`src/rtl/dcd_pkg.sv`:
```
// Shared types, codes and helpers for the drive command decoder.
package dcd_pkg;

  // Item kinds carried on in_tuser
  localparam logic [1:0] ACT_TICK   = 2'd0;
  localparam logic [1:0] ACT_PACKET = 2'd1;
  localparam logic [1:0] ACT_TEXT   = 2'd2;

  // Configuration register indexes
  localparam logic [1:0] REG_LINK_TIMEOUT = 2'd0;
  localparam logic [1:0] REG_APPLY_PERIOD = 2'd1;
  localparam logic [1:0] REG_ACTIVE_HIGH  = 2'd2;

  // Reset values and saturation limits
  localparam logic [15:0] LINK_TIMEOUT_RST = 16'd200;
  localparam logic [15:0] APPLY_PERIOD_RST = 16'd10;
  localparam logic [7:0]  SPEED_RST        = 8'd160;
  localparam logic [7:0]  SPEED_MAX        = 8'd255;
  localparam logic [15:0] MS_SAT           = 16'hFFFF;
  localparam logic [8:0]  NUM_SAT          = 9'd256;

  // Direction codes, two's complement
  localparam logic [1:0] DIR_ZERO = 2'b00;
  localparam logic [1:0] DIR_POS  = 2'b01;
  localparam logic [1:0] DIR_NEG  = 2'b11;

  // Wheel on-patterns, bit0 FR, bit1 FL, bit2 BL, bit3 BR
  localparam logic [3:0] WHEELS_ALL   = 4'b1111;
  localparam logic [3:0] WHEELS_LEFT  = 4'b0110;
  localparam logic [3:0] WHEELS_RIGHT = 4'b1001;
  localparam logic [3:0] WHEELS_NONE  = 4'b0000;

  // Characters
  localparam logic [7:0] CH_F     = 8'h46;
  localparam logic [7:0] CH_B     = 8'h42;
  localparam logic [7:0] CH_L     = 8'h4C;
  localparam logic [7:0] CH_R     = 8'h52;
  localparam logic [7:0] CH_S     = 8'h53;
  localparam logic [7:0] CH_V     = 8'h56;
  localparam logic [7:0] CH_LF    = 8'h0A;
  localparam logic [7:0] CH_CR    = 8'h0D;
  localparam logic [7:0] CH_TAB   = 8'h09;
  localparam logic [7:0] CH_SPACE = 8'h20;
  localparam logic [7:0] CH_PLUS  = 8'h2B;
  localparam logic [7:0] CH_MINUS = 8'h2D;
  localparam logic [7:0] CH_ZERO  = 8'h30;
  localparam logic [7:0] CH_NINE  = 8'h39;

  // Speed number parser phase
  typedef enum logic [1:0] {
    PH_BLANK  = 2'd0,
    PH_SIGN   = 2'd1,
    PH_DIGITS = 2'd2,
    PH_DONE   = 2'd3
  } num_phase_t;

  // Partial text line
  typedef struct packed {
    logic [7:0] lead;
    logic       has_lead;
    num_phase_t phase;
    logic       negative;
    logic [8:0] value;
  } line_st_t;

  // Command decoded at the end of a text line
  typedef enum logic [2:0] {
    CMD_NONE,
    CMD_FWD,
    CMD_BACK,
    CMD_LEFT,
    CMD_RIGHT,
    CMD_STOP,
    CMD_SPEED
  } cmd_kind_t;

  typedef struct packed {
    cmd_kind_t  kind;
    logic [7:0] speed;
  } line_cmd_t;

  // Pin levels from an on-pattern under the polarity setting
  function automatic logic [3:0] wheel_pins(input logic [3:0] on, input logic active_high);
    return on ^ {4{~active_high}};
  endfunction

  // Sign of an 8-bit signed value as a direction code
  function automatic logic [1:0] sign8(input logic [7:0] raw);
    logic [1:0] d;
    if (raw == 8'd0) d = DIR_ZERO;
    else if (raw[7]) d = DIR_NEG;
    else d = DIR_POS;
    return d;
  endfunction

endpackage

```
`src/rtl/dcd_line.sv`:
```
// Text line parser: next line state and the command a line end yields.
module dcd_line
  import dcd_pkg::*;
(
  input  line_st_t   line_i,
  input  logic [7:0] byte_i,
  output line_st_t   line_o,
  output line_cmd_t  cmd_o
);

  logic        blank;
  logic        digit;
  logic        eol;
  logic [3:0]  dval;
  logic [11:0] acc;
  line_st_t    num;

  assign blank = (byte_i == CH_SPACE) || ((byte_i >= CH_TAB) && (byte_i <= CH_CR));
  assign digit = (byte_i >= CH_ZERO) && (byte_i <= CH_NINE);
  assign eol   = (byte_i == CH_LF) || (byte_i == CH_CR);
  assign dval  = 4'(byte_i - CH_ZERO);

  // value * 10 + digit, only used while collecting digits
  always_comb begin
    if (line_i.phase == PH_DIGITS)
      acc = ({3'd0, line_i.value} << 3) + ({3'd0, line_i.value} << 1) + {8'd0, dval};
    else
      acc = {8'd0, dval};
  end

  // Speed number step
  always_comb begin
    num = line_i;
    unique case (line_i.phase)
      PH_BLANK: begin
        if (!blank) begin
          if (byte_i == CH_PLUS || byte_i == CH_MINUS) begin
            num.negative = (byte_i == CH_MINUS);
            num.phase    = PH_SIGN;
          end else if (digit) begin
            num.value = {5'd0, dval};
            num.phase = PH_DIGITS;
          end else begin
            num.phase = PH_DONE;
          end
        end
      end
      PH_SIGN, PH_DIGITS: begin
        if (digit) begin
          num.value = (acc > 12'(NUM_SAT)) ? NUM_SAT : acc[8:0];
          num.phase = PH_DIGITS;
        end else begin
          num.phase = PH_DONE;
        end
      end
      PH_DONE: ;
    endcase
  end

  // Line state and end-of-line decode
  always_comb begin
    line_o     = line_i;
    cmd_o.kind = CMD_NONE;
    cmd_o.speed = 8'd0;
    if (eol) begin
      line_o = '0;
      if (line_i.has_lead) begin
        unique case (line_i.lead)
          CH_F: cmd_o.kind = CMD_FWD;
          CH_B: cmd_o.kind = CMD_BACK;
          CH_L: cmd_o.kind = CMD_LEFT;
          CH_R: cmd_o.kind = CMD_RIGHT;
          CH_S: cmd_o.kind = CMD_STOP;
          CH_V: cmd_o.kind = CMD_SPEED;
          default: cmd_o.kind = CMD_NONE;
        endcase
      end
      if (line_i.negative)
        cmd_o.speed = 8'd0;
      else if (line_i.value > {1'b0, SPEED_MAX})
        cmd_o.speed = SPEED_MAX;
      else
        cmd_o.speed = line_i.value[7:0];
    end else if (!line_i.has_lead) begin
      if (!blank) begin
        line_o          = '0;
        line_o.lead     = byte_i;
        line_o.has_lead = 1'b1;
      end
    end else if (line_i.lead == CH_V) begin
      line_o = num;
    end
  end

endmodule

```
`src/rtl/drive_command_decoder_failsafe.sv`:
```
// Drive command decoder with link-loss failsafe: top level.
//
// Input words carry one item each: in_tuser selects a 1 ms tick, a binary
// drive packet or one byte of a text command line; in_tdata carries the
// packet fields and the text byte. Every accepted word yields exactly one
// output word showing the wheel pin levels, duty and held drive state
// after that item.
// Latency: the output word is valid the cycle after its input is taken.
// Throughput: one word per cycle while the receiver keeps up; the state update for
// an item is combinational logic between the state and output registers.
// in_tready stays high while the output register is empty or being read,
// so an input is taken in the same cycle the waiting result leaves. When
// the receiver stalls, the result holds and in_tready drops.
// Reset (rst_n low, synchronous): configuration returns to timeout 200,
// apply period 10, active-low wheels; the drive is braked, speed 160,
// sequence 0, and no output word is pending. The user must write configuration
// through cfg_we/cfg_index/cfg_wdata only while idle; the block does not enforce it.
module drive_command_decoder_failsafe
  import dcd_pkg::*;
(
  input  logic        clk,
  input  logic        rst_n,
  // Input stream
  input  logic        in_tvalid,
  output logic        in_tready,
  input  logic [1:0]  in_tuser,   // action
  input  logic [47:0] in_tdata,   // seq, throttle_raw, steer_raw, speed_req, text_byte
  // Output stream
  output logic        out_tvalid,
  input  logic        out_tready,
  // front_right_level, front_left_level, back_left_level, back_right_level,
  // duty, cur_throttle, cur_steer, cur_speed
  output logic [23:0] out_tdata,
  // Configuration
  input  logic        cfg_we,
  input  logic [1:0]  cfg_index,
  input  logic [15:0] cfg_wdata
);

  // Configuration registers
  logic [15:0] link_timeout_r;
  logic [15:0] apply_period_r;
  logic        active_high_r;

  // Drive state
  logic [15:0] last_seq_r, last_seq_nxt;
  logic [1:0]  thr_r, thr_nxt;
  logic [1:0]  str_r, str_nxt;
  logic [7:0]  speed_r, speed_nxt;
  logic [15:0] idle_r, idle_nxt;
  logic [15:0] period_r, period_nxt;
  line_st_t    line_r, line_nxt;
  logic [3:0]  wheels_r, wheels_nxt;
  logic [7:0]  duty_r, duty_nxt;

  // Output register
  logic        out_valid_r;
  logic [23:0] out_data_r;

  // Input fields
  logic [15:0] f_seq;
  logic [7:0]  f_thr, f_str, f_speed, f_text;
  logic        accept;

  // Tick path intermediates
  logic [15:0] idle_inc, period_inc;
  logic [1:0]  thr_t, str_t;
  logic        timed_out;

  line_st_t    line_text;
  line_cmd_t   cmd;

  assign f_seq   = in_tdata[15:0];
  assign f_thr   = in_tdata[23:16];
  assign f_str   = in_tdata[31:24];
  assign f_speed = in_tdata[39:32];
  assign f_text  = in_tdata[47:40];

  assign in_tready  = !out_valid_r || out_tready;
  assign accept     = in_tvalid && in_tready;
  assign out_tvalid = out_valid_r;
  assign out_tdata  = out_data_r;

  dcd_line u_line (
    .line_i (line_r),
    .byte_i (f_text),
    .line_o (line_text),
    .cmd_o  (cmd)
  );

  assign idle_inc   = (idle_r != MS_SAT) ? idle_r + 16'd1 : idle_r;
  assign period_inc = (period_r != MS_SAT) ? period_r + 16'd1 : period_r;
  assign timed_out  = idle_inc > link_timeout_r;
  assign thr_t      = timed_out ? DIR_ZERO : thr_r;
  assign str_t      = timed_out ? DIR_ZERO : str_r;

  // Next state for the current item
  always_comb begin
    last_seq_nxt = last_seq_r;
    thr_nxt      = thr_r;
    str_nxt      = str_r;
    speed_nxt    = speed_r;
    idle_nxt     = idle_r;
    period_nxt   = period_r;
    line_nxt     = line_r;
    wheels_nxt   = wheels_r;
    duty_nxt     = duty_r;
    case (in_tuser)
      ACT_TICK: begin
        idle_nxt = idle_inc;
        thr_nxt  = thr_t;
        str_nxt  = str_t;
        if (timed_out) begin
          wheels_nxt = wheel_pins(WHEELS_ALL, active_high_r);
          duty_nxt   = 8'd0;
        end
        if (period_inc >= apply_period_r) begin
          period_nxt = 16'd0;
          duty_nxt   = speed_r;
          if (thr_t == DIR_ZERO && str_t == DIR_ZERO) begin
            wheels_nxt = wheel_pins(WHEELS_ALL, active_high_r);
            duty_nxt   = 8'd0;
          end else if (str_t == DIR_NEG) begin
            wheels_nxt = wheel_pins(WHEELS_LEFT, active_high_r);
          end else if (str_t == DIR_POS) begin
            wheels_nxt = wheel_pins(WHEELS_RIGHT, active_high_r);
          end else if (thr_t == DIR_POS) begin
            wheels_nxt = wheel_pins(WHEELS_NONE, active_high_r);
          end else begin
            wheels_nxt = wheel_pins(WHEELS_ALL, active_high_r);
          end
        end else begin
          period_nxt = period_inc;
        end
      end
      ACT_PACKET: begin
        if (f_seq > last_seq_r) begin
          last_seq_nxt = f_seq;
          thr_nxt      = sign8(f_thr);
          str_nxt      = sign8(f_str);
          speed_nxt    = f_speed;
          idle_nxt     = 16'd0;
        end
      end
      ACT_TEXT: begin
        line_nxt = line_text;
        unique case (cmd.kind)
          CMD_NONE: ;
          CMD_FWD: begin
            thr_nxt = DIR_POS; str_nxt = DIR_ZERO; idle_nxt = 16'd0;
          end
          CMD_BACK: begin
            thr_nxt = DIR_NEG; str_nxt = DIR_ZERO; idle_nxt = 16'd0;
          end
          CMD_LEFT: begin
            str_nxt = DIR_NEG; idle_nxt = 16'd0;
          end
          CMD_RIGHT: begin
            str_nxt = DIR_POS; idle_nxt = 16'd0;
          end
          CMD_STOP: begin
            thr_nxt    = DIR_ZERO;
            str_nxt    = DIR_ZERO;
            wheels_nxt = wheel_pins(WHEELS_ALL, active_high_r);
            duty_nxt   = 8'd0;
            idle_nxt   = 16'd0;
          end
          CMD_SPEED: begin
            speed_nxt = cmd.speed;
            idle_nxt  = 16'd0;
          end
          default: ;
        endcase
      end
      default: ;
    endcase
  end

  // Configuration registers
  always_ff @(posedge clk) begin
    if (!rst_n) begin
      link_timeout_r <= LINK_TIMEOUT_RST;
      apply_period_r <= APPLY_PERIOD_RST;
      active_high_r  <= 1'b0;
    end else if (cfg_we) begin
      case (cfg_index)
        REG_LINK_TIMEOUT: link_timeout_r <= cfg_wdata;
        REG_APPLY_PERIOD: apply_period_r <= cfg_wdata;
        REG_ACTIVE_HIGH:  active_high_r  <= cfg_wdata[0];
        default: ;
      endcase
    end
  end

  // Drive state, updated once per accepted word
  always_ff @(posedge clk) begin
    if (!rst_n) begin
      last_seq_r <= 16'd0;
      thr_r      <= DIR_ZERO;
      str_r      <= DIR_ZERO;
      speed_r    <= SPEED_RST;
      idle_r     <= 16'd0;
      period_r   <= 16'd0;
      line_r     <= '0;
      wheels_r   <= wheel_pins(WHEELS_ALL, 1'b0);
      duty_r     <= 8'd0;
    end else if (accept) begin
      last_seq_r <= last_seq_nxt;
      thr_r      <= thr_nxt;
      str_r      <= str_nxt;
      speed_r    <= speed_nxt;
      idle_r     <= idle_nxt;
      period_r   <= period_nxt;
      line_r     <= line_nxt;
      wheels_r   <= wheels_nxt;
      duty_r     <= duty_nxt;
    end
  end

  // Output register
  always_ff @(posedge clk) begin
    if (!rst_n) begin
      out_valid_r <= 1'b0;
    end else if (accept) begin
      out_valid_r <= 1'b1;
    end else if (out_tready) begin
      out_valid_r <= 1'b0;
    end
  end

  always_ff @(posedge clk) begin
    if (accept) begin
      out_data_r <= {speed_nxt, str_nxt, thr_nxt, duty_nxt, wheels_nxt};
    end
  end

endmodule

```
`config.mk`:
```
export PLATFORM = sky130hd
export DESIGN_NAME = drive_command_decoder_failsafe
export DESIGN_NICKNAME = d
export VERILOG_FILES = /design/src/rtl/dcd_pkg.sv /design/src/rtl/dcd_line.sv /design/src/rtl/drive_command_decoder_failsafe.sv
export SDC_FILE = /design/constraint.sdc
export NUM_CORES = 1
export LEC_CHECK = 0
export BUFFER_PORTS_ARGS = -buffer_cell sky130_fd_sc_hd__buf_4
export CAP_MARGIN = 20
export CORE_MARGIN = 8
export CORE_UTILIZATION = 40
export DETAILED_ROUTE_END_ITERATION = 10
export SLEW_MARGIN = 40
export SYNTH_ARGS = -nofsm -noshare
export SYNTH_HDL_FRONTEND = slang
export SYNTH_SLANG_ARGS = --single-unit
```
`constraint.sdc`:
```
create_clock -name clk -period 4.6 [get_ports clk]
set_input_delay 0.92 -clock clk [delete_from_list [all_inputs] [get_ports clk]]
set_output_delay 0.92 -clock clk [all_outputs]
set_load 0.02 [all_outputs]
```
# Word level (Yosys, flattened, before mapping)

Cells that the tools add are included.

Flip-flop bits (word level): 151
Output and inout bits: 26

Order comparisons: 9
Add/sub/neg operators: 5
Reduce and logical (&&, ||, !) cells: 32
Bitwise operators: 3
Equal/unequal tests: 41
Multiplexer cells: 57

Operator list:

| kind                  | number |
|---|---|
| $mux 16               | 5 |
| $mux 8                | 8 |
| $mux 21               | 3 |
| $eq 8x7->1 const B    | 6 |
| $pmux 16 s3           | 1 |
| $mux 12               | 3 |
| $mux 9                | 4 |
| $add 16x1->16 const B | 2 |
| $gt 16x16->1          | 2 |
| $ne 16x16->1 const B  | 2 |
| $pmux 8 s2            | 2 |
| $mux 4                | 7 |
| $eq 8x6->1 const B    | 3 |
| $pmux 2 s3            | 4 |
| $mux 2                | 9 |
| $pmux 3 s6            | 1 |
| $pmux 9 s2            | 1 |
| $eq 8x4->1 const B    | 2 |
| $ge 16x16->1          | 1 |
| $logic_not 8->1       | 2 |
| $add 12x10->12        | 1 |
| $add 12x4->12         | 1 |
| $gt 12x9->1 const B   | 1 |
| $mux 11               | 1 |
| other kinds (42)      | 75 |

# Longest topological paths before layout

Gate-level depths: netlist of run 1.

Depth after elaboration: 11
Gate-level depth with buffers: 17
Gate-level depth less buffers: 14

# Hierarchy

From an unflattened synthesis of run 1, not the netlist that was laid out.

Cells, all modules: 1,239
Area total of the unflattened synthesis: 10,136.0 µm²

By module, submodules not included:

| module                         | cells an instance | seq. area each (µm²) | area each (µm²) | times used |
|---|---|---|---|---|
| drive_command_decoder_failsafe | 986               | 3,263.1              | 8,439.3         | 1 |
| dcd_line                       | 253               | 0.0                  | 1,696.6         | 1 |

# Worst setup path after synthesis of run 1

OpenSTA, ideal clock, no wires.

Kind: register to register
From: reg period_r[0]
To: reg out_data_r[4] (netlist: out_tdata[4]), data pin
Period minus slack after synthesis: 3,577 ps
Setup slack: 1,023 ps
Data arrival time: 3,321 ps
Cell stages (with the launch flop): 16
Data required time: 4,344 ps
Cells stage by stage: dfxtp_1 > ha_1 > and3_1 > clkbuf_1 > a21oi_1 > and4_1 > xor2_1 > ha_1 > nand4_1 > or4_1 > o31a_1 > and3_1 > o211ai_1 > nand2_1 > clkbuf_1 > a22o_1

Longest elaborated chain between the ends: 5

Ends and longest elaborated chain:

| item                                                 | RTL line                              | text |
|---|---|---|
| from (decl)                                          | drive_command_decoder_failsafe.sv:51  | `logic [15:0] period_r, period_nxt;` |
| from (signal assigned)                               | drive_command_decoder_failsafe.sv:213 | `period_r <= period_nxt;` |
| $add 16x1->16 / $ne 16x16->1 (equally long branches) | drive_command_decoder_failsafe.sv:92  | `assign period_inc = (period_r != MS_SAT) ? period_r + 16'd1 : period_r;` |
| $mux 16 (*)                                          | drive_command_decoder_failsafe.sv:92  |  |
| $ge 16x16->1 (*)                                     | drive_command_decoder_failsafe.sv:117 | `if (period_inc >= apply_period_r) begin` |
| $mux 8 (*)                                           | drive_command_decoder_failsafe.sv:117 |  |
| $pmux 8 s2 (*)                                       | drive_command_decoder_failsafe.sv:108 | `case (in_tuser)` |
| named net duty_nxt[0]                                | drive_command_decoder_failsafe.sv:54  | `logic [7:0] duty_r, duty_nxt;` |
| to (signal assigned)                                 | drive_command_decoder_failsafe.sv:233 | `out_data_r <= {speed_nxt, str_nxt, thr_nxt, duty_nxt, wheels_nxt};` |
| to (decl)                                            | drive_command_decoder_failsafe.sv:58  | `logic [23:0] out_data_r;` |

The timed path passes the listed nets; every way through them passes the cells marked *.
A chain may end at the register's enable or synchronous reset.

# Final worst setup path of run 1

From: reg idle_r[4]
To: reg duty_r[7]

Longest elaborated chain between the ends: 9

Ends and longest elaborated chain:

| item                                                 | RTL line                                                                   | text |
|---|---|---|
| from (decl)                                          | drive_command_decoder_failsafe.sv:50                                       | `logic [15:0] idle_r, idle_nxt;` |
| from (signal assigned)                               | drive_command_decoder_failsafe.sv:212                                      | `idle_r <= idle_nxt;` |
| $add 16x1->16 / $ne 16x16->1 (equally long branches) | drive_command_decoder_failsafe.sv:91                                       | `assign idle_inc = (idle_r != MS_SAT) ? idle_r + 16'd1 : idle_r;` |
| $mux 16 (*)                                          | drive_command_decoder_failsafe.sv:91                                       |  |
| $gt 16x16->1 (*)                                     | drive_command_decoder_failsafe.sv:93                                       | `assign timed_out = idle_inc > link_timeout_r;` |
| $mux 2 (on tied branches)                            | drive_command_decoder_failsafe.sv:94, drive_command_decoder_failsafe.sv:95 |  |
| $logic_not 2->1                                      | drive_command_decoder_failsafe.sv:120                                      | `if (thr_t == DIR_ZERO && str_t == DIR_ZERO) begin` |
| $logic_and 1x1->1                                    | drive_command_decoder_failsafe.sv:120                                      |  |
| $mux 8                                               | drive_command_decoder_failsafe.sv:120                                      |  |
| $mux 8 (*)                                           | drive_command_decoder_failsafe.sv:117                                      |  |
| $pmux 8 s2 (*)                                       | drive_command_decoder_failsafe.sv:108                                      |  |
| to (signal assigned)                                 | drive_command_decoder_failsafe.sv:216                                      | `duty_r <= duty_nxt;` |
| to (decl)                                            | drive_command_decoder_failsafe.sv:54                                       |  |

Every way passes the cells marked *; elsewhere a longest branch is shown, timed or not.

==> impl_metrics.env, run 1 <==
export IMPL_critPathLaunchType="flop"
export IMPL_clock_latency_ps=440
export IMPL_grt_overflow=0
export IMPL_cp_arrival_ps=4480
export IMPL_slew_headroom_pct=47.32
export IMPL_setup_viol_count_final=0
export IMPL_hpwl_mm=17.73
export IMPL_gp_congestion=0.8390
export IMPL_grt_max_degree=65
export IMPL_critical_path_top_delay_family="simple AND/OR/NAND/NOR gates"
export IMPL_synthTopCellsByCount="136 x nand2_1, 127 x dfxtp_1, 74 x a21oi_1, 73 x ha_1, 72 x inv_1"
export IMPL_synth_top_cell_area_share_pct=26.84
export IMPL_area_growth_pct=16.49
export IMPL_drive_gt1_share_pct=13.06
export IMPL_cts_buffer_depth=2
export IMPL_cp_cell_sequence="nand4_1 > nor4_1 > inv_1 > nor3_1 > a21oi_1 > ha_1 > and4_1 > nand3_1 > nor3_1 > o211a_1 > and3_1 > a22o_1"
export IMPL_r2r_end="duty_r[7]"
export IMPL_cp_max_fo=9
export IMPL_die_area_mm2=0.02887
export IMPL_path_buf_inv=1
export IMPL_hold_viol=0
export IMPL_max_freq_ghz=0.2436
export IMPL_synth_ff_type="dfxtp_1"
export IMPL_syn_cell_area_mm2=0.009474
export IMPL_crit_type="flop to flop"
export IMPL_async_flop_share_pct=0
export IMPL_synthCells=1122
export IMPL_ioPinCount=99
export IMPL_cp_depth=12
export IMPL_ys_top_cells_by_area="dfxtp_1 27%, ha_1 9.6%, edfxtp_1 7.6%"
export IMPL_grt_pass1_wl_mm=40.24
export IMPL_pre_cts_slack_ps=607.2
export IMPL_crit_start="idle_r[4]"
export IMPL_dr_pass1_iters=5
export IMPL_antenna_found_initial=0
export IMPL_nets=1337
export IMPL_coreArea_mm2=0.02333
export IMPL_grt_setup_unrepaired="false"
export IMPL_rows=56
export IMPL_ys_ff_latch=151
export IMPL_num_vias=8294
export IMPL_synth_xor_area_share_pct=2.496
export IMPL_endpoint="duty_r[7]"
export IMPL_placed_cells=1489
export IMPL_synth_edf_count=24
export IMPL_first_global_vias=7969
export IMPL_worstMarginPinSlew_ps=788.5
export IMPL_synth_area_mux_share_pct=1.598
export IMPL_hold_class="flop to flop"
export IMPL_yosysTopAreaCell="dfxtp_1"
export IMPL_synth_compound_gate_area_share_pct=23.68
export IMPL_tns_ps=0
export IMPL_avgSynthCellArea_um2=8.444
export IMPL_ctsHoldBuffers=0
export IMPL_crit_slowest_cell="nor4_1"
export IMPL_ant_nets=0
export IMPL_fin_cells=1521
export IMPL_ir_drop_mv=0.1993
export IMPL_maxCapViolCount=0
export IMPL_synth_top_family_by_area="compound AO/OA/AOI/OAI gates"
export IMPL_critical_path_max_stage_delay_ps=710
export IMPL_crit_top_cell="nor3_1"
export IMPL_postLayoutSetupSlackWorst_ps=495.6
export IMPL_fp_dieH_um=169.9
export IMPL_avgViaCountPerCell=5.453
export IMPL_synthesis_nets=1270
export IMPL_placed_cell_area_mm2=0.01044
export IMPL_fill_cells=2284
export IMPL_status="completed"
export IMPL_leakagePower_nw=4.325
export IMPL_ys_seq_area_share_pct=34.44
export IMPL_ys_warnings_count=0
export IMPL_worst_r2r_cell_count=12
export IMPL_start_util_pct=40.60
export IMPL_cp_end_kind="flop"
export IMPL_grt_usage_pct=17.06
export IMPL_port_buffers=98
export IMPL_reg2reg_from="idle_r[4]"
export IMPL_root_buffer="clkbuf_16"
export IMPL_clock_sinks=151
export IMPL_cts_resized=0
export IMPL_reg2reg_setup_slack_ps=500
export IMPL_post_route_cell_area_mm2=0.01104
export IMPL_cts_buffers=17
export IMPL_cts_max_level=4
export IMPL_slew_violations=0
export IMPL_synth_distinct_cells=87
export IMPL_postCtsSetupBuffers=0
export IMPL_routed_wl_mm=24.18
export IMPL_min_period_ps=4104
export IMPL_cp_required_ps=4980
export IMPL_wl_per_cell_um=15.89
export IMPL_die_x_um=169.9
export IMPL_synthSimpleGateAreaFrac_pct=22.23
export IMPL_p_per_area_mw_per_mm2=286.6
export IMPL_fin_skew_ps=13.64
export IMPL_period_share_pct=89.23
export IMPL_cts_tree="done"
export IMPL_diodes=0
export IMPL_drc=0
export IMPL_yosysMostFrequentCell="nand2_1"
export IMPL_synthAdderAreaFrac_pct=10.06
export IMPL_clk_pin_slew_ps=70
export IMPL_drt_initial_drc_count=442
==> cells in the final DEF (no fill, tap or decap), types with 25 or more instances in the layout <==
| cell | Yosys | routed |
|---|---|---|
| o21ai_0 | 25 | 25 |
| buf_4 | 0 | 107 |
| a21oi_1 | 74 | 74 |
| nor2b_1 | 37 | 37 |
| ha_1 | 73 | 73 |
| inv_1 | 72 | 71 |
| nand2_1 | 136 | 136 |
| nor2_1 | 66 | 66 |
| nand4_1 | 33 | 33 |
| dfxtp_1 | 127 | 127 |
| a21boi_0 | 41 | 41 |
==> where the power goes <==
| part | switching [W] | total, W | internal [W] |
|---|---|---|---|
| Sequential | 0.0000233 | 0.00140 | 0.00138 |
| Clock | 0.000670 | 0.00140 | 0.000731 |
| Combinational | 0.000214 | 0.000362 | 0.000148 |
| Total | 0.000907 | 0.00316 | 0.00226 |
==> worst min path at each step <==
stage	from	endpoint	slack [ps]	depth (start not counted)
6_report	apply_period_r[14]	apply_period_r[14]	460	2
5_1_grt	wheels_r[0]	wheels_r[0]	480	1
4_1_cts	apply_period_r[14]	apply_period_r[14]	470	2
3_5_place_dp	wheels_r[0]	wheels_r[0]	450	1
3_3_place_gp	apply_period_r[11]	apply_period_r[11]	450	2
2_1_floorplan	wheels_r[0]	wheels_r[0]	440	1
==> sequential cells by signal, indices dropped and copies added (netlist names) <==
name and flops:
active_high_r 1, apply_period_r 16, duty_r 8, idle_r 16, last_seq_r 16, line_r 21, link_timeout_r 16, out_tdata 24
out_tvalid 1, period_r 16, speed_r 8, str_r 2, thr_r 2, wheels_r 4
==> stage by stage <==
step                hold slack (ps)  power (W)  utilization [%]
finish                        463.3   0.003163            47.30
global route                  479.2   0.003305            47.30
CTS                           468.7   0.003191            47.30
detailed placement            454.6   0.001793            44.75
global placement              452.1   0.001790            44.72
floorplan                     442.6   0.001644                -
==> final cells by class <==
| class | count | area [um2] | share of cell area [%] |
|---|---|---|---|
| clock buffers | 17 | 425.4 | 3.854 |
| flip-flops and latches | 151 | 3263 | 29.57 |
| well taps | 319 | 399.1 | 3.616 |
| clock inverters | 15 | 170.2 | 1.542 |
| repair buffers | 107 | 803.3 | 7.278 |
| inverters | 73 | 274.0 | 2.483 |
| multi-input cells | 839 | 5702 | 51.66 |
==> cell families after synthesis <==
family | Yosys count
xor+xnor | 27
mux | 15
compound gates | 317
simple gates | 405
flops | 151
buf+inv | 132
fa+ha+maj | 75
==> layer usage <==
layer  GRT usage, %  up-vias  part of all wire [%]
met5              0        -                     0
met4          5.416        0                   1.5
met3          4.217       31                   5.4
met2          26.72      177                    44
met1          22.74     3851                    49
li1               -     4235                     -
==> tightest hold or removal path: cells and delay by family (launching register included) <==
kind,cells,cell delay (ps)
flip-flops,1,310
AND/OR/NAND/NOR,1,40
AO/OA/AOI/OAI,1,60
Power figures use the tool's default switching activity.
==> inputs of run 2 (changes only) <==
Settings changed: SYNTH_HIERARCHICAL set to 1.
==> run 2 against run 1 <==
Combinational power grew 8.8%. Final area grew 7.3%. Cell count grew 8.8%. Clock power grew 6%. Synthesized area grew 7.0%. Worst hold slack lost 0.65 ps. Critical path depth grew 6. Critical path type unchanged. Largest power group is now clock.
==> impl_metrics.env, run 2 <==
export IMPL_avgViaCountPerCell=5.502
export IMPL_min_period_ps=4132
export IMPL_synth_distinct_cells=80
export IMPL_ir_drop_mv=0.2217
export IMPL_hold_viol=0
export IMPL_synthCells=1239
export IMPL_fill_cells=2500
export IMPL_largest_reg_flops=24
export IMPL_num_vias=9105
export IMPL_grt_pass1_wl_mm=43.66
export IMPL_yosysTopAreaCell="dfxtp_1"
export IMPL_drive_gt1_share_pct=15.17
export IMPL_postCtsSetupBuffers=0
export IMPL_antenna_found_initial=0
export IMPL_mostFrequentLayoutCells="172 x nand2_1, 127 x dfxtp_1, 122 x buf_4, 95 x a21oi_1, 88 x inv_1"
export IMPL_p_per_area_mw_per_mm2=277.6
export IMPL_cp_required_ps=4910
export IMPL_grt_max_degree=57
export IMPL_synth_edf_count=24
export IMPL_ant_nets=0
export IMPL_cp_arrival_ps=4440
export IMPL_placed_cells=1623
export IMPL_switching_share_pct=27.10
export IMPL_power_frac_comb_pct=12.0
export IMPL_post_route_cell_area_mm2=0.01185
export IMPL_root_buffer="clkbuf_16"
export IMPL_layout_commonest_cell="nand2_1"
export IMPL_dr_pass1_iters=5
export IMPL_slew_headroom_pct=45.20
export IMPL_placed_cell_area_mm2=0.01121
export IMPL_maxCapViolCount=0
export IMPL_ys_seq_area_share_pct=32.19
export IMPL_wl_per_cell_um=16.10
export IMPL_grt_overflow=0
export IMPL_period_share_pct=89.82
export IMPL_die_x_um=175.2
export IMPL_synthesis_nets=1388
export IMPL_gp_congestion=0.8330
export IMPL_hpwl_mm=19.89
export IMPL_cellInternalPower_w=0.002397
export IMPL_cp_end_kind="flop"
export IMPL_synthTopCellsByCount="172 x nand2_1, 127 x dfxtp_1, 95 x a21oi_1, 88 x inv_1, 74 x ha_1"
export IMPL_drc=0
export IMPL_max_freq_ghz=0.2420
export IMPL_nets=1461
export IMPL_switchingPower_w=0.0008912
export IMPL_utilization_pct=47.32
export IMPL_first_global_vias=8739
export IMPL_avgSynthCellArea_um2=8.181
export IMPL_clock_sinks=151
export IMPL_cts_buffer_depth=2
export IMPL_fp_dieH_um=175.2
export IMPL_async_flop_share_pct=0
export IMPL_pwr_share_seq_pct=42.7
export IMPL_clock_latency_ps=430
export IMPL_ys_warnings_count=6
export IMPL_worstMarginPinSlew_ps=814.5
export IMPL_ioPinCount=99
export IMPL_area_growth_pct=16.87
export IMPL_cts_tree="done"
export IMPL_fin_skew_ps=8.971
export IMPL_cts_max_level=4
export IMPL_ys_top_cells_by_area="dfxtp_1 25%, ha_1 9.1%, edfxtp_1 7.1%"
export IMPL_start_util_pct=40.48
export IMPL_critPathLaunchType="flop"
export IMPL_slew_violations=0
export IMPL_coreArea_mm2=0.02504
export IMPL_die_area_mm2=0.03069
export IMPL_rows=58
export IMPL_ys_ff_latch=151
export IMPL_status="completed"
export IMPL_cts_buffers=17
export IMPL_setup_viol_count_final=0
export IMPL_yosysMostFrequentCell="nand2_1"
export IMPL_grt_setup_unrepaired="false"
export IMPL_hold_class="flop to flop"
export IMPL_routed_wl_mm=26.65
export IMPL_leakagePower_nw=4.520
export IMPL_diodes=0
export IMPL_syn_cell_area_mm2=0.01014
export IMPL_pwr_share_clk_pct=45.3
export IMPL_port_buffers=98
export IMPL_tns_ps=0
export IMPL_synth_ff_type="dfxtp_1"
export IMPL_crit_type="flop to flop"
export IMPL_reg2reg_setup_slack_ps=470
export IMPL_cp_max_fo=16
export IMPL_synth_top_cell_area_share_pct=25.08
export IMPL_clk_pin_slew_ps=70
export IMPL_drt_initial_drc_count=623
export IMPL_grt_usage_pct=17.13
export IMPL_fin_cells=1655
-- run 2: cell types whose count changed in the layout (fill, tap and decap cells not counted), sizes merged, moves of 7 or more --
cell and delta:
o21a +12, buf +15, nor2 -19, a22o -9, mux2 +13, a21oi +21, nand2 +36, nand3b -7
mux2i -9, inv +18, nor3 +7, o21ai +13, a21boi +16
-- run 2: final timing paths --
| kind | to | cells past startpoint | from |
|---|---|---|---|
| max | out_tdata[9] | 18 | idle_r[0] |
| min | link_timeout_r[13] | 2 | link_timeout_r[13] |
| max reg2reg | out_tdata[9] | 18 | idle_r[0] |
| min reg2reg | link_timeout_r[13] | 2 | link_timeout_r[13] |
-- run 2: final cells by class --
cell class	count	area, um2	share of cell area (%)
Tap cell	330	412.9	3.485
Clock buffer	18	450.4	3.802
Sequential cell	151	3263	27.55
Timing Repair Buffer	122	915.9	7.731
Clock inverter	14	171.4	1.447
Multi-Input combinational cell	932	6302	53.20
Inverter	88	330.3	2.788
-- run 2: cells by family after synthesis --
group	synth area share, %
AOI/OAI and AO/OA	26.48
xor gates and xnor gates	2.765
adders and majority gates	9.530
buffers and inverters	5.999
DFF	32.19
muxes	2.049
and+or+nand+nor	20.99
-- run 2: timing repair --
action | in CTS | in global routing
hold buffers | 0 | 0
endpoints found under the setup margin | 0 | 32
gates resized for setup | 0 | 3
-- run 2: power groups by stage --
| stage | clock (W) | sequential, W | combinational (W) |
|---|---|---|---|
| after CTS | 0.00152 | 0.00140 | 0.000393 |
| after floorplan | 0 | 0.00144 | 0.000222 |
| after global routing | 0.00157 | 0.00141 | 0.000433 |
| final | 0.00149 | 0.00140 | 0.000394 |
| after detailed placement | 0 | 0.00143 | 0.000392 |
| after global placement | 0 | 0.00143 | 0.000388 |
-- run 2: worst max-delay path: stages, from the launching register on --
cell and delay (ps):
dfxtp_1 440, ha_1 220, nand3_1 190, nor4_2 320, nor2b_4 280, nor2_1 140
nand3_1 120, xor2_1 190, inv_1 70, ha_1 290, nand2_1 70, o21ai_0 80
nor4b_1 160, buf_4 140, a2111oi_4 520, o21ai_2 180, nor3_4 190, buf_4 220
a22o_2 170
-- run 2: layer usage --
layer | GRT usage, % | up-vias | wire, um
li1 | - | 4643 | -
met1 | 22.68 | 4268 | 13060
met2 | 27.68 | 169 | 12110
met3 | 3.497 | 25 | 1111
met4 | 4.981 | 0 | 363
met5 | 0 | - | 0
-- run 2: stage by stage --
step                power [W]  hold slack [ps]  worst slack [ps]
global placement     0.001822            447.7             394.7
CTS                  0.003317            466.0             174.9
floorplan            0.001667            442.3             230.0
finish               0.003288            462.7             468.4
global route         0.003413            483.6             33.11
detailed placement   0.001826            457.4             226.7
